<file path="src/rtl/emcdf_pkg.sv">
`timescale 1ns / 1ps
// ----------------------------------------------------------------------------
// emcdf_pkg
// shared constants, codes and types of the environment map cdf builder
// ----------------------------------------------------------------------------
package emcdf_pkg;

  localparam int MaxWidth    = 1024;
  localparam int MaxHeight   = 512;
  localparam int FracBits    = 16;
  localparam int ColBits     = $clog2(MaxWidth);
  localparam int RowBits     = $clog2(MaxHeight);
  localparam int WBits       = ColBits + 1;
  localparam int HBits       = RowBits + 1;
  localparam int RowSumBits  = 34;
  localparam int MapSumBits  = 43;
  localparam int CdfBits     = FracBits + 1;
  localparam int CondAddrBits = ColBits + RowBits;
  localparam int WShift      = 40 - FracBits;

  localparam logic [15:0] LumR = 16'd13933;
  localparam logic [15:0] LumG = 16'd46871;
  localparam logic [15:0] LumB = 16'd4732;

  typedef enum logic [1:0] {
    CMD_RESTART = 2'd0,
    CMD_PIXEL   = 2'd1,
    CMD_COND    = 2'd2,
    CMD_MARG    = 2'd3
  } cmd_t;

  typedef enum logic [1:0] {
    ST_OK    = 2'd0,
    ST_QUERY = 2'd1,
    ST_FULL  = 2'd2
  } status_t;

  localparam logic CFG_WIDTH  = 1'b0;
  localparam logic CFG_HEIGHT = 1'b1;

  typedef enum logic [2:0] {
    S_IDLE,
    S_PIX,
    S_READ,
    S_DIV,
    S_DONE
  } state_t;

  // divider request from control to the shared divide unit
  typedef struct packed {
    logic                  go;
    logic [MapSumBits-1:0] num;
    logic [MapSumBits-1:0] den;
  } div_req_t;

  typedef struct packed {
    logic               done;
    logic [CdfBits-1:0] quo;
  } div_rsp_t;

endpackage

</file>
<file path="src/rtl/emcdf_div.sv">
`timescale 1ns / 1ps
// ----------------------------------------------------------------------------
// emcdf_div
// restoring divider, one quotient bit per cycle, rounded to nearest
// ----------------------------------------------------------------------------
module emcdf_div
  import emcdf_pkg::*;
(
  input  logic     clk,
  input  logic     rst_n,
  input  div_req_t req,
  output div_rsp_t rsp
);

  localparam int CntBits = $clog2(FracBits + 2);

  logic [MapSumBits:0]   rem_r, rem_nxt;
  logic [MapSumBits-1:0] den_r, den_nxt;
  logic [CdfBits-1:0]    quo_r, quo_nxt;
  logic [CntBits-1:0]    cnt_r, cnt_nxt;
  logic                  busy_r, busy_nxt;
  logic                  done_r, done_nxt;
  logic [MapSumBits:0]   sh;
  logic [MapSumBits:0]   dext;

  always_comb begin
    rem_nxt  = rem_r;
    den_nxt  = den_r;
    quo_nxt  = quo_r;
    cnt_nxt  = cnt_r;
    busy_nxt = busy_r;
    done_nxt = 1'b0;
    dext     = {1'b0, den_r};
    sh       = {rem_r[MapSumBits-1:0], 1'b0};
    if (req.go) begin
      den_nxt  = req.den;
      busy_nxt = 1'b1;
      cnt_nxt  = '0;
      if (req.num >= req.den) begin
        rem_nxt = {1'b0, req.num - req.den};
        quo_nxt = CdfBits'(1);
      end else begin
        rem_nxt = {1'b0, req.num};
        quo_nxt = '0;
      end
    end else if (busy_r) begin
      if (cnt_r == CntBits'(FracBits)) begin
        // final rounding: r >= d - r
        if (rem_r >= (dext - rem_r)) quo_nxt = quo_r + CdfBits'(1);
        busy_nxt = 1'b0;
        done_nxt = 1'b1;
      end else begin
        if (sh >= dext) begin
          rem_nxt = sh - dext;
          quo_nxt = {quo_r[CdfBits-2:0], 1'b1};
        end else begin
          rem_nxt = sh;
          quo_nxt = {quo_r[CdfBits-2:0], 1'b0};
        end
        cnt_nxt = cnt_r + CntBits'(1);
      end
    end
  end

  always_ff @(posedge clk) begin
    if (!rst_n) begin
      busy_r <= 1'b0;
      done_r <= 1'b0;
      cnt_r  <= '0;
    end else begin
      busy_r <= busy_nxt;
      done_r <= done_nxt;
      cnt_r  <= cnt_nxt;
    end
  end

  always_ff @(posedge clk) begin
    rem_r <= rem_nxt;
    den_r <= den_nxt;
    quo_r <= quo_nxt;
  end

  assign rsp.done = done_r;
  assign rsp.quo  = quo_r;

`ifndef NO_ASSERTIONS
  a_no_restart: assert property (@(posedge clk) disable iff (!rst_n)
    busy_r |-> !req.go) else $error("divider restarted while busy");
  a_done_after_busy: assert property (@(posedge clk) disable iff (!rst_n)
    done_r |-> $past(busy_r)) else $error("divider done without work");
  a_rem_bound: assert property (@(posedge clk) disable iff (!rst_n)
    busy_r && !$past(req.go) |-> rem_r < {1'b0, den_r})
    else $error("divider remainder out of range");
`endif

endmodule

</file>
<file path="config.mk">
export PLATFORM = sky130hd
export DESIGN_NAME = emcdf_div
export DESIGN_NICKNAME = d
export VERILOG_FILES = /design/src/rtl/emcdf_pkg.sv /design/src/rtl/emcdf_div.sv
export SDC_FILE = /design/constraint.sdc
export NUM_CORES = 1
export LEC_CHECK = 0
export ABC_AREA = 1
export ABC_CLOCK_PERIOD_IN_PS = 6920
export BUFFER_PORTS_ARGS = -buffer_cell sky130_fd_sc_hd__buf_4
export CAP_MARGIN = 40
export CORE_UTILIZATION = 50
export DETAILED_ROUTE_END_ITERATION = 10
export PLACE_DENSITY = 0.65
export RECOVER_POWER = 100
export SYNTH_ARGS = -nofsm -noshare
export SYNTH_HDL_FRONTEND = slang
export SYNTH_SLANG_ARGS = --single-unit
export TNS_END_PERCENT = 100
</file>
<file path="constraint.sdc">
create_clock -name clk -period 6.92 [get_ports clk]
set_clock_uncertainty 0.05 [all_clocks]
set_input_delay 0.346 -clock clk [delete_from_list [all_inputs] [get_ports clk]]
set_output_delay 0.346 -clock clk [all_outputs]
set_load 0.05 [all_outputs]
</file>
Word level (Yosys, flattened, before mapping)

Index checks and enable logic that the tools add are counted.

Add/subtract/negate cells: 5
Order comparisons: 3
Eq/ne operators: 3
Muxes and demuxes: 15
Bitwise operators: 3
Reductions and logical operators: 6

Operators by type and width:

| kind                    | count |
|---|---|
| $mux W44                | 4 |
| $mux W17                | 4 |
| $ge A44 B43 Y1          | 1 |
| $ge A44 B44 Y1          | 1 |
| $sub A43 B44 Y44        | 1 |
| $sub A44 B43 Y44        | 1 |
| $ge A43 B43 Y1          | 1 |
| $mux W43                | 1 |
| $sub A43 B43 Y43        | 1 |
| $add A17 B1 Y17 const B | 1 |
| $mux W1                 | 6 |
| $reduce_and A2 Y1       | 3 |
| $add A5 B1 Y5 const B   | 1 |
| $eq A5 B5 Y1 const B    | 1 |
| $ne A3 B2 Y1 const B    | 1 |
| $not A1 Y1              | 3 |
| $reduce_or A3 Y1        | 1 |
| $ne A2 B2 Y1 const B    | 1 |
| $reduce_bool A2 Y1      | 1 |
| $reduce_or A2 Y1        | 1 |

Bits in registers: 111
Input bits: 89
Output and inout port bits: 18
Logic and storage cells: 41

Longest topological paths before layout

Gate-level depths: netlist (run 1).

Depth in word-level cells: 6
Gate-level depth with buffers: 34
Gate-level depth less buffers: 34

Worst setup path after synthesis (run 1)

OpenSTA, ideal clock, no wires.

Path type: reg2reg
Start point: reg den_r[0]
End point: reg quo_r[0], enable pin
Setup time: 0.374 ns
Arrival time: 3.802 ns
Required time: 6.496 ns
Setup slack: 2.694 ns
Stages on the path, launching flop included: 30
Path buffers: 0
Period minus slack after synthesis: 4.226 ns
Path through: edfxtp_1 > inv_1 > ha_1 > inv_1 > fa_1 > nand3_1 > nand3_1 > a21oi_1 > o21ai_1 > nand3_1 > nand2_1 > a21oi_1 > o21ai_0 > a21oi_1 > xor2_1 > ha_1 > nand2_1 > nor4b_1 > nand2_1 > nand2_1 > nand2_1 > nand2_1 > nand2_1 > nand2_1 > nand2_1 > nand2_1 > nand2_1 > nand2_1 > nand2_1 > nand2_1

Word-level cells in the longest chain between the ends: 4

RTL lines:

| element                     | RTL line        | source |
|---|---|---|
| start: declaration          | emcdf_div.sv:18 | `logic [MapSumBits-1:0] den_r, den_nxt;` |
| start signal: assignment    | emcdf_div.sv:79 | `den_r <= den_nxt;` |
| $sub A43 B44 Y44            | emcdf_div.sv:49 | `if (rem_r >= (dext - rem_r)) quo_nxt = quo_r + CdfBits'(1);` |
| $ge A44 B44 Y1              | emcdf_div.sv:49 |  |
| $ne A3 B2 Y1 (no line)      | -               |  |
| $reduce_and A2 Y1 (no line) | -               |  |
| end signal: assignment      | emcdf_div.sv:80 | `quo_r <= quo_nxt;` |
| end: declaration            | emcdf_div.sv:19 | `logic [CdfBits-1:0] quo_r, quo_nxt;` |

No other way between the ends.
A chain may end at the register's enable or synchronous reset.

Worst setup path after layout (run 1)

Start point: in req[86] (netlist bit)
End point: reg rem_r[17], data pin

Word-level cells in the longest chain between the ends: 1

RTL lines:

| element                | RTL line        | source |
|---|---|---|
| start: declaration     | emcdf_div.sv:11 | `input div_req_t req,` |
| $mux W44               | emcdf_div.sv:35 | `if (req.go) begin` |
| named net rem_nxt[17]  | emcdf_div.sv:17 | `logic [MapSumBits:0] rem_r, rem_nxt;` |
| end signal: assignment | emcdf_div.sv:78 | `rem_r <= rem_nxt;` |
| end: declaration       | emcdf_div.sv:17 |  |

The timed path passes the listed nets, and every way through them passes these cells.

==> impl_results.md, run 1 <==
- Final TNS setup: 0 ns
- Yosys Warn Count: 0
- Post-synthesis simple-gate area fraction: a little under a quarter
- Initial antenna violation count: 1
- Final Hold Viols: 0
- Critical path arrival: 5.75 ns
- Core Region: 0.0289 sq mm
- Top layer in use: met4
- Most common cell in the netlist: nand2_1
- Gr usage total: 34.4%
- Buffers plus inverters on the worst setup path: 3
- P per Cell Area: 298 mW/mm^2
- Seq cells post-synth: approximately 110
- Min-Delay Endpoint: den_r[10]
- Hold Path Class: in2reg
- Area Overhead vs Synth: 8.11%
- Fraction of layout cells with a size suffix above 1: under 10%
- Slowest cell on crit path: clkbuf_1
- Mux contribution to synthesized area: 0%
- Area of the die: approximately 0.03 sq mm
- Peak VDD IR: 0.141 mV
- Setup slack after layout: 1.23 ns
- Clock root cell: clkbuf_16
- Total gr overflow: 0
- Critical path class: in2reg
- Post-synth ARST share: 0%
- Syn Nets: between 2000 and 2500
- Relative slew slack: -65.0%
- Most used DFF post-synth: edfxtp_1
- Crit end category: register
- CTS resizes: 0
- CP max stage delay: between 1.5 and 2 ns
- Fin crit period: approximately 5.7 ns
- Fmax achieved: between 0.15 and 0.2 GHz
- Total iterations of the first detailed-routing run: 8
- Reg2reg path depth: 32
- Floorplan row count: 62
- Metal3 WL: between 4000 and 5000 um
- GPL Wtd Cong: a little over 1
- Netlist Area Pre-Place: about 0.015 sq mm
- Hold Crit Depth: 1
- Startpoint Class: primary input
- Hold slack: 0.139 ns
- EDFF count, synth: 104
- HP Start: req[10]
- Hpwl dp: 43500 um
- Final Cycle Share: between 80% and 90%
- Main combinational cell family by area after synthesis: simple AND/OR/NAND/NOR gates
- CP most frequent cell: clkbuf_1
- Final #Nets: roughly 2600
- Post-CTS setup buffer count: 0
- # DRC: 0
- CTS Buf Count: 9
- Via count of the first global-routing pass: 14500
- Final WL: ~52000 um
- Met2 Routed Length: 21300 um
- Number of placed I/O pins: between 100 and 150
- Synth Instances: between 2000 and 2500
- R2r setup slk: roughly 1.7 ns
- Starting density of the core: 51.0%
- Die span in x: approximately 170 um
- Status: finished with violations
- Wl on met1: 24200 um
- Worst-Skew Late Latency: around 0.38 ns
- Clk sinks: 111
- Hold buffer count at cts: 0
- Setup violation total in the final timing report: 0
- Measured slew at the worst slew-check pin: 2.47 ns
- Failing checks: capacitance limit, slew limit
- Dpl ws: 1.83 ns
- PortBufs: between 100 and 150
- First-pass GRT wire length: about 80000 um
- Drt initial violations: between 1500 and 2000
- Adder-Cell Fraction of Synth Area: between 15 and 20%
- Worst-path cell chain: clkbuf_1 -> clkbuf_1 -> clkbuf_1 -> a21oi_1 -> o21ai_0 -> nand2_1
- CTS tree: done
- Post-route ant nets: 0
- Ranking of synthesized cells by area: edfxtp_1 (21%), ha_1 (15%), nand2_1 (11%), inv_1 (9.7%), a21oi_1 (8.0%)
- Pin count of the biggest net entering global routing: a little over 60
- # Max-Cap Violations: 5
- Tot Pwr: ~0.0047 W
- Dpl cells: around 2700
- Cell variety after synth: 53
- RSZ-0062 raised after global routing: false
- Static leakage: 7.61 nW
- R2r endpoint: quo_r[0]
- Synth top area share: about a fifth
- Fin. max-slew vios: 190
- Worst-path fanout max: between 40 and 50
- Seq/Total Area, Yosys: between 20 and 25%
- Finished Layout Cells: 2681
- Syn avg cell area: 6.69 sq um
- WL per Instance: a little under 20 um
- Synth Area in Compound Gates: between 20 and 25%
- Worst-path clk slew: about 0.07 ns
- Synth Area in XOR/XNOR: 6.49%
- Via count: roughly 15000
- Clock Tree Buf Depth: 2
- Commonest cells post-synth: nand2_1 (427), inv_1 (380), a21oi_1 (235)
- Worst endpoint required time: between 6 and 7 ns
- Post-DR vias/cell: roughly 5.8
- H-tree depth: 3
- Die Y: approximately 170 um
- R2r startpoint: den_r[0]
- CP delay by family, top: buffers and inverters
- Leading area contributor after synthesis: edfxtp_1
flip-flops by register name, indices dropped and copies added, names as in the netlist:
name / flops
rem_r: 44
den_r: 43
quo_r: 17
cnt_r: 5
busy_r: 1
done_r: 1
per-layer routing:
| metal | vias up | GRT usage (%) |
|---|---|---|
| met5 | - | 0 |
| met4 | 0 | 12.6 |
| met3 | 103 | 4.52 |
| met2 | 657 | 51.0 |
| met1 | 7121 | 50.5 |
| li1 | 7566 | - |
kinds of logic after synthesis:
group	count (synthesis)
simple gates	828
flops	111
xor+xnor	109
fa+ha+maj	178
buf+inv	416
compound gates	558
where the power goes:
part | switching [W] | total [W] | internal, W
Sequential | 0.000147 | 0.00103 | 0.000886
Combinational | 0.00207 | 0.00319 | 0.00112
Clock | 0.000273 | 0.000524 | 0.000251
Total | 0.00249 | 0.00474 | 0.00225
placed cells by master, fill, tap and decap left out, types with 46 or more instances in the layout:
cell type and instances:
clkbuf_1 64, inv_1 380, edfxtp_1 104, a21oi_1 235
nor2_1 218, xnor2_1 50, o21ai_0 174, nand3_1 96
ha_1 175, xor2_1 59, buf_4 46, nand2_1 427
stage by stage:
step	util (%)	cell area (sq um)
4_1_cts	56.0	16200
3_5_place_dp	55.0	15900
6_report	55.1	15900
5_1_grt	55.1	15900
2_1_floorplan	-	14700
3_3_place_gp	54.9	15900
worst max path at each step:
stage                      endpoint  slack [ns]  cells after the start     start
after detailed placement   quo_r[6]        1.83                     32  den_r[0]
after CTS                  quo_r[6]        1.83                     32  den_r[0]
after global routing      rem_r[25]        0.94                      6   req[86]
after global placement     quo_r[3]        1.93                     32  den_r[0]
final                     rem_r[17]        1.23                      6   req[86]
after floorplan            quo_r[0]        2.69                     29  den_r[0]
area by class of cell:
type / count / area [sq um]
antenna: 2 / 5.00
clock buffer: 10 / 229
clock inverter: 6 / 51.3
fill: 3016 / 13000
inverter: 383 / 1440
multi-input combinational: 1673 / 9830
sequential: 111 / 3260
tap: 384 / 480
timing repair buffer: 112 / 604
worst reg2reg max path, delay by kind of cell, from the launching register on:
kind	cells	cell delay (ns)
adders and majority gates	3	0.85
and+or+nand+nor	22	2.27
DFF	1	0.46
AOI/OAI and AO/OA	4	0.88
xor gates and xnor gates	1	0.19
buffers and inverters	2	0.21
(Power assumes the default switching activity.)
==> inputs of run 2 (changes only) <==
Settings changed: ABC_CLOCK_PERIOD_IN_PS 6920 to 4560, PLACE_DENSITY 0.65 to 0.68.
Clock period 6.92 ns to 4.56 ns, I/O delays scaled along.
==> run 2 against run 1 <==
The flow still finishes with violations (capacitance limit, slew limit); design area is 4.4% higher; power up 59%; non-clock buffer count up 61; count of clock-buffer cells in the layout is 1 higher; die area is the same; sequential share of layout area down 0.86 points; clock power grew 60%; hold slack worse by 0.097 ns; final cell count rose by 2.2%; sequential cell count stayed put; combinational power up 62%; first-iteration DRC count rose by 9.0%.
==> impl_results.md, run 2 (synthesis gave the netlist of run 1 again) <==
- # diodes: 0
- Starting density of the core: 51.0%
- CP most frequent cell: nand2_1
- Most common cell after layout, fill and taps aside: nand2_1
- Final Hold Viols: 0
- Slowest cell on crit path: edfxtp_1
- Via count of the first global-routing pass: around 15000
- Tot Pwr: ~0.0076 W
- Failing checks: capacitance limit, slew limit
- R2r setup slk: between 0.15 and 0.2 ns
- Hold Crit Depth: 3
- Number of placed I/O pins: 107
- Relative slew slack: -112%
- Worst-Skew Late Latency: ~0.38 ns
- Final WL: 53100 um
- Crit end category: register
- Clock Tree Buf Depth: 2
- HP Start: rst_n
- Critical path class: reg2reg
- CTS tree: done
- Die span in x: roughly 170 um
- Measured slew at the worst slew-check pin: 3.19 ns
- CP max stage delay: ~0.43 ns
- Area of the die: 0.0301 sq mm
- Peak VDD IR: 0.224 mV
- Dpl cells: around 2700
- Initial antenna violation count: 0
- Total iterations of the first detailed-routing run: 6
- Worst endpoint required time: ~4.7 ns
- Final Cycle Share: about 96%
- # DRC: 0
- P per Cell Area: roughly 460 mW/mm^2
- Pin count of the biggest net entering global routing: 60
- Dpl ws: 0.0619 ns
- Post-DR vias/cell: approximately 5.8
- Clock root cell: clkbuf_16
- Worst-path fanout max: 8
- Biggest register: rem_r
- Final Util: 57.5%
- Setup violation total in the final timing report: 0
- Gr usage total: between 30% and 40%
- Fin crit period: 4.38 ns
- Max reg flops: 44
- Total gr overflow: 0
- Area Overhead vs Synth: 12.8%
- Status: finished with violations
- Hpwl dp: 43900 um
- Static leakage: around 7.9 nW
- R2r startpoint: rem_r[2]
- WL per Instance: 19.4 um
- Fmax achieved: between 0.2 and 0.25 GHz
- Final TNS setup: 0 ns
- Setup slack after layout: around 0.18 ns
- Floorplan row count: 62
- CP delay by family, top: simple AND/OR/NAND/NOR gates
- # Max-Cap Violations: 1
- Clk sinks: roughly 110
- GPL Wtd Cong: 1.02
- Top flop regs: rem_r: 44 flops, den_r: 43 flops, quo_r: 17 flops
- Buffers plus inverters on the worst setup path: 4
- Die Y: approximately 170 um
- Worst-path clk slew: about 0.090 ns
- Fin. max-slew vios: 52
- Core Region: between 0.02 and 0.03 sq mm
- Reg2reg path depth: 35
- H-tree depth: 3
- Most frequent cells in the layout: nand2_1 (418), inv_1 (377), a21oi_1 (229)
- CTS Buf Count: 9
- Final #Nets: approximately 2600
- Drt initial violations: about 1700
- R2r endpoint: quo_r[15]
- Finished Layout Cells: around 2700
- Critical path arrival: ~4.5 ns
- Post-route ant nets: 0
- Startpoint Class: register
- Fraction of layout cells with a size suffix above 1: 7.56%
- PortBufs: roughly 110
- Hold Path Class: in2reg
- Min-Delay Endpoint: busy_r
- Via count: around 16000
- First-pass GRT wire length: 81500 um
==> run 2: cell count changes in the layout (fill, tap and decap cells not counted), moves of 4 or more <==
cell	previous run	this run
a21oi_2	14	19
dlygate4sd3_1	0	21
inv_2	1	5
o21ai_1	6	30
buf_4	46	84
nand2_1	427	418
o21ai_2	2	7
nand2_2	3	10
a21oi_1	235	229
o21ai_0	174	145
clkbuf_1	64	60
==> run 2: area by class of cell <==
type	count	area (sq um)
Sequential cell	111	3260
Clock inverter	5	38.8
Inverter	383	1440
Timing Repair Buffer	173	1170
Clock buffer	11	254
Fill cell	2945	12300
Multi-Input combinational cell	1673	9950
Tap cell	384	480
==> run 2: power by group <==
| part | switching (W) | leakage [nW] | internal (W) |
|---|---|---|---|
| combinational | 0.00329 | 6.70 | 0.00190 |
| clock | 0.000430 | 0.142 | 0.000410 |
| sequential | 0.000193 | 1.11 | 0.00134 |
| total | 0.00391 | 7.94 | 0.00365 |
==> run 2: what timing repair did <==
action	in CTS	in global routing
gates resized for setup	0	42
hold endpoints to repair	21	0
buffers inserted	0	8
setup endpoints to repair	0	17
hold buffers	21	0
==> run 2: worst max-delay path by stage <==
stage,from,endpoint,slack [ns],cells past startpoint
after floorplan,den_r[0],quo_r[0],0.33,29
after global placement,rem_r[2],quo_r[8],0.10,31
after detailed placement,den_r[0],quo_r[6],0.06,34
after CTS,den_r[0],quo_r[16],0.05,34
after global routing,rem_r[2],quo_r[15],-0.13,33
final,rem_r[2],quo_r[15],0.18,35
==> run 2: worst min-delay path: stages <==
cell,delay (ns)
buf_4,0.11
inv_1,0.06
a21oi_1,0.04
==> run 2: per-layer routing <==
metal	wire length, um	track usage (%)	up-vias
met4	1340	11.0	0
met3	4540	4.28	74
li1	-	-	7701
met2	22700	53.1	663
met5	0	0	-
met1	24500	51.2	7330
==> run 2: stage by stage <==
stage,cell area (sq um),hold slack [ns]
after floorplan,14700,0.277
after global placement,16100,0.367
after detailed placement,16100,0.374
after CTS,16600,0.00111
after global routing,16600,0.0525
final,16600,0.0427
